--- src/hw/rtl/sosf_pkg.sv ---
package sosf_pkg;

	// configuration register map
	typedef enum logic [2:0] {
		REG_A_ROW_FIRST  = 3'd0,
		REG_A_ROW_SECOND = 3'd1,
		REG_B_PAIR       = 3'd2,
		REG_C_ROW_FIRST  = 3'd3,
		REG_C_ROW_SECOND = 3'd4,
		REG_D_PAIR       = 3'd5
	} reg_idx_t;

	localparam int CFG_DATA_WIDTH = 64;
	localparam int CFG_HALF       = 32;

	// rounded products are limited to +/- 2^60 before summing
	localparam int PROD_CLAMP_EXP = 60;
	localparam int TERM_WIDTH     = PROD_CLAMP_EXP + 2;
	// three terms summed
	localparam int SUM_WIDTH      = TERM_WIDTH + 2;

endpackage

--- src/hw/rtl/sosf_term.sv ---
module sosf_term #(
	parameter int AW    = 32,
	parameter int BW    = 32,
	parameter int SHIFT = 28
) (
	input  logic signed [AW-1:0]                     a,
	input  logic signed [BW-1:0]                     b,
	output logic signed [sosf_pkg::TERM_WIDTH-1:0]   term
);

	localparam int PW   = AW + BW;
	localparam int GROW = (SHIFT > 0) ? 1 : 1 - SHIFT;
	localparam int RW   = PW + GROW;
	localparam int EW   = (RW > sosf_pkg::TERM_WIDTH) ? RW : sosf_pkg::TERM_WIDTH;
	localparam logic signed [EW-1:0] LIM = EW'(1) <<< sosf_pkg::PROD_CLAMP_EXP;

	logic signed [PW-1:0] prod;
	logic signed [EW-1:0] wide_v;
	logic signed [EW-1:0] clamped;

	assign prod = a * b;

	generate
		if (SHIFT > 0) begin : g_round
			localparam logic signed [RW-1:0] HALF = RW'(1) <<< (SHIFT - 1);
			logic signed [RW-1:0] biased;
			logic signed [RW-1:0] rounded;
			// nearest, ties away from zero: drop one from the bias on negative products
			assign biased  = RW'(prod) + HALF - {{(RW-1){1'b0}}, prod[PW-1]};
			assign rounded = biased >>> SHIFT;
			assign wide_v  = EW'(rounded);
		end else begin : g_scale_up
			assign wide_v = EW'(prod) <<< (-SHIFT);
		end
	endgenerate

	always_comb begin
		if (wide_v > LIM) begin
			clamped = LIM;
		end else if (wide_v < -LIM) begin
			clamped = -LIM;
		end else begin
			clamped = wide_v;
		end
	end

	assign term = clamped[sosf_pkg::TERM_WIDTH-1:0];

endmodule

--- config.mk ---
export PLATFORM = sky130hd
export DESIGN_NAME = sosf_term
export DESIGN_NICKNAME = d
export VERILOG_FILES = /design/src/hw/rtl/sosf_pkg.sv /design/src/hw/rtl/sosf_term.sv
export SDC_FILE = /design/constraint.sdc
export NUM_CORES = 2
export LEC_CHECK = 0
export BUFFER_PORTS_ARGS = -buffer_cell sky130_fd_sc_hd__buf_2
export CELL_PAD_IN_SITES_DETAIL_PLACEMENT = 1
export CELL_PAD_IN_SITES_GLOBAL_PLACEMENT = 1
export CORE_MARGIN = 8
export CORE_UTILIZATION = 34
export DETAILED_ROUTE_END_ITERATION = 16
export PLACE_DENSITY_LB_ADDON = 0.1
export SYNTH_ARGS = -nofsm -noshare
export SYNTH_HDL_FRONTEND = slang
export SYNTH_SLANG_ARGS = --single-unit
export TNS_END_PERCENT = 1
--- constraint.sdc ---
create_clock -name vclk -period 50.6
set_input_delay 10.12 -clock vclk [all_inputs]
set_output_delay 10.12 -clock vclk [all_outputs]
set_load 0.005 [all_outputs]
==> results.tsv <==
stage	metric	value	unit
cells_and_area	area.growth.synth_to_final	4.44	%
floorplanning	die-area	0.128	mm^2
route	vias_per_cell	4.84	
synthesis	post_synth_top_area_share	54.3	%
hold_path	worstHoldPathCells	8	
placed_design	place_hpwl	106000	um
route	remaining_routing_drc_violations	0	
worst_setup_path	crit_path_end_kind	primary output	
route	drt-pass1-iter-count	5	
route	num_vias	28700	
global_routing	grt.overflow.total	0	
floorplanning	core	0.116	mm^2
worst_setup_path	worst_path_max_delay_cell	a2111oi_0	
synthesis	largest_cells_by_area_after_synthesis	fa_1 54%, inv_1 10%, ha_1 7.7%	
cells_and_area	layout.nets	5803	
timing	timing.final.crit_period	31.26	ns
synthesis	synthDominantAreaCellType	fa_1	
clock_tree	cts_setup_buffers	0	
global_routing	wire_length_of_the_first_global_routing_pass	200000	um
floorplanning	die_h	358	um
cells_and_area	flops_and_latches	0	
clock_tree	cts-hold-fix-buffers	0	
route	ant_nets	0	
worst_setup_path	critical_path.max_fanout	32	
global_routing	grtUsageTotal	20.0	%
synthesis	synth_cells	4496	
timing	finalHoldViolations	0	
timing	finish_stage_setup_viols	0	
cells_and_area	final_cells	5937	
route	detail_route.wirelength	124000	um
floorplanning	initial_utilization	34.3	%
status	run_status	finished clean	
floorplanning	boundaryPins	126	
synthesis	synthesis.nets	5888	
worst_setup_path	timing.setup.critical_path_class	input pin to primary output	
worst_setup_path	critical_path_buf_inv_count	10	
global_routing	grt_pass1_vias	32800	
hold_path	hold_class	input pin to primary output	
hold_path	min_delay_worst_endpoint	term[12]	
run	max-cap-violations	0	
worst_setup_path	critical_path_required	40.48	ns
synthesis	avgSynthCellArea	8.87	um^2
global_routing	antenna_found_initial	7	
cells_and_area	clock_buffer_count	0	
timing	min_period_over_period	61.8	%
timing	final_max_slew_viol_count	0	
worst_setup_path	max_stage_delay	0.63	ns
placed_design	gpl.final_weighted_congestion	0.806	
route	drt_iter0_markers	1316	
timing	tns	0	ns
cells_and_area	utilization	35.8	%
placed_design	dp_cells	5933	
clock_tree	cts.repair.resized	0	
worst_setup_path	critical-path-top-delay-family	adder cells	
timing	rsz0062_at_grt	no	
synthesis	synth_sequential_area_ratio	0	%
timing	max_clock_freq	32.0	MHz
worst_setup_path	crit_arrival	21.14	ns
cells_and_area	fillers	13700	
floorplanning	placementRows	125	
timing	timing_worst_slew_pin_value	0.950	ns
timing	fin_worst_hold_slack	21.78	ns
placed_design	place.port_buffers	126	
route	wl_per_cell	20.9	um
global_routing	grt_max_degree	33	
cells_and_area	layout-drive-gt1-share	4.26	%
floorplanning	floorplan.die.width	358	um
cells_and_area	sequential_cell_area	0	um^2
synthesis	yosys_warnings	0	
timing	slew_headroom	36.7	%
hold_path	hp-start	b[0]	
synthesis	syn-cell-area	0.0399	mm^2
worst_setup_path	critPathLaunchType	input pin	
synthesis	synth.lib_cells_used.distinct	79	
==> area by class of cell <==
| class | instances | area [um^2] | area share [%] |
|---|---|---|---|
| multi-input combinational | 3133 | 34600 | 83.2 |
| timing repair buffer | 162 | 901 | 2.16 |
| antenna | 4 | 10.0 | 0.0240 |
| tap | 1524 | 1910 | 4.58 |
| inverter | 1114 | 4180 | 10.0 |
==> stage by stage <==
| stage | worst slack (ns) | cell area, um^2 |
|---|---|---|
| 2_1_floorplan | 20.48 | 39900 |
| 3_3_place_gp | 19.41 | 41600 |
| 3_5_place_dp | 19.34 | 41600 |
| 4_1_cts | 19.26 | 41600 |
| 5_1_grt | 18.61 | 41600 |
| 6_report | 19.34 | 41600 |
==> placed cells by master (no fill, tap or decap), drive strengths merged, types with 30 or more instances in the layout <==
cell and instances:
inv 1114, nand4 30, xnor2 61, ha 246
buf 162, o21ai 64, a21o 76, and2 401
nor2 70, nand2 675, fa 1082, a21oi 124
xor2 48
==> synthesized netlist by cell type (48+ instances only) <==
cell,instances
a21oi_1,123
nor2_1,70
nand2_1,675
clkbuf_1,217
o21ai_0,56
xnor2_1,60
xor2_1,48
and2_1,401
a21o_1,74
ha_1,246
inv_1,1114
fa_1,1082
==> kinds of logic after synthesis <==
| kind of cell | count (synthesis) | synth area share, % |
|---|---|---|
| adders and majority gates | 1328 | 62.1 |
| and+or+nand+nor | 1304 | 15.8 |
| xor gates and xnor gates | 110 | 2.47 |
| AOI/OAI and AO/OA | 391 | 6.53 |
| buffers and inverters | 1363 | 13.1 |
==> metal layers <==
layer / up-vias / global-route usage [%] / part of all wire (%) / wire [um]
met4: 2 / 1.36 / 0.83 / 1020
li1: 12900 / - / - / -
met2: 436 / 31.4 / 44 / 55100
met5: - / 0 / 0.010 / 13
met1: 15300 / 30.9 / 51 / 63100
met3: 52 / 2.08 / 3.8 / 4740
==> worst max path at each step <==
stage | startpoint | end | slack, ns | depth (start not counted)
final | a[14] | term[30] | 19.34 | 40
after global routing | a[14] | term[30] | 18.61 | 40
after CTS | a[14] | term[30] | 19.26 | 40
after detailed placement | a[18] | term[30] | 19.34 | 38
after global placement | a[18] | term[48] | 19.41 | 39
after floorplan | b[5] | term[37] | 20.48 | 42
Power is not shown: default switching activity piles up to over one toggle a cycle in this logic, so the estimate is an artifact.
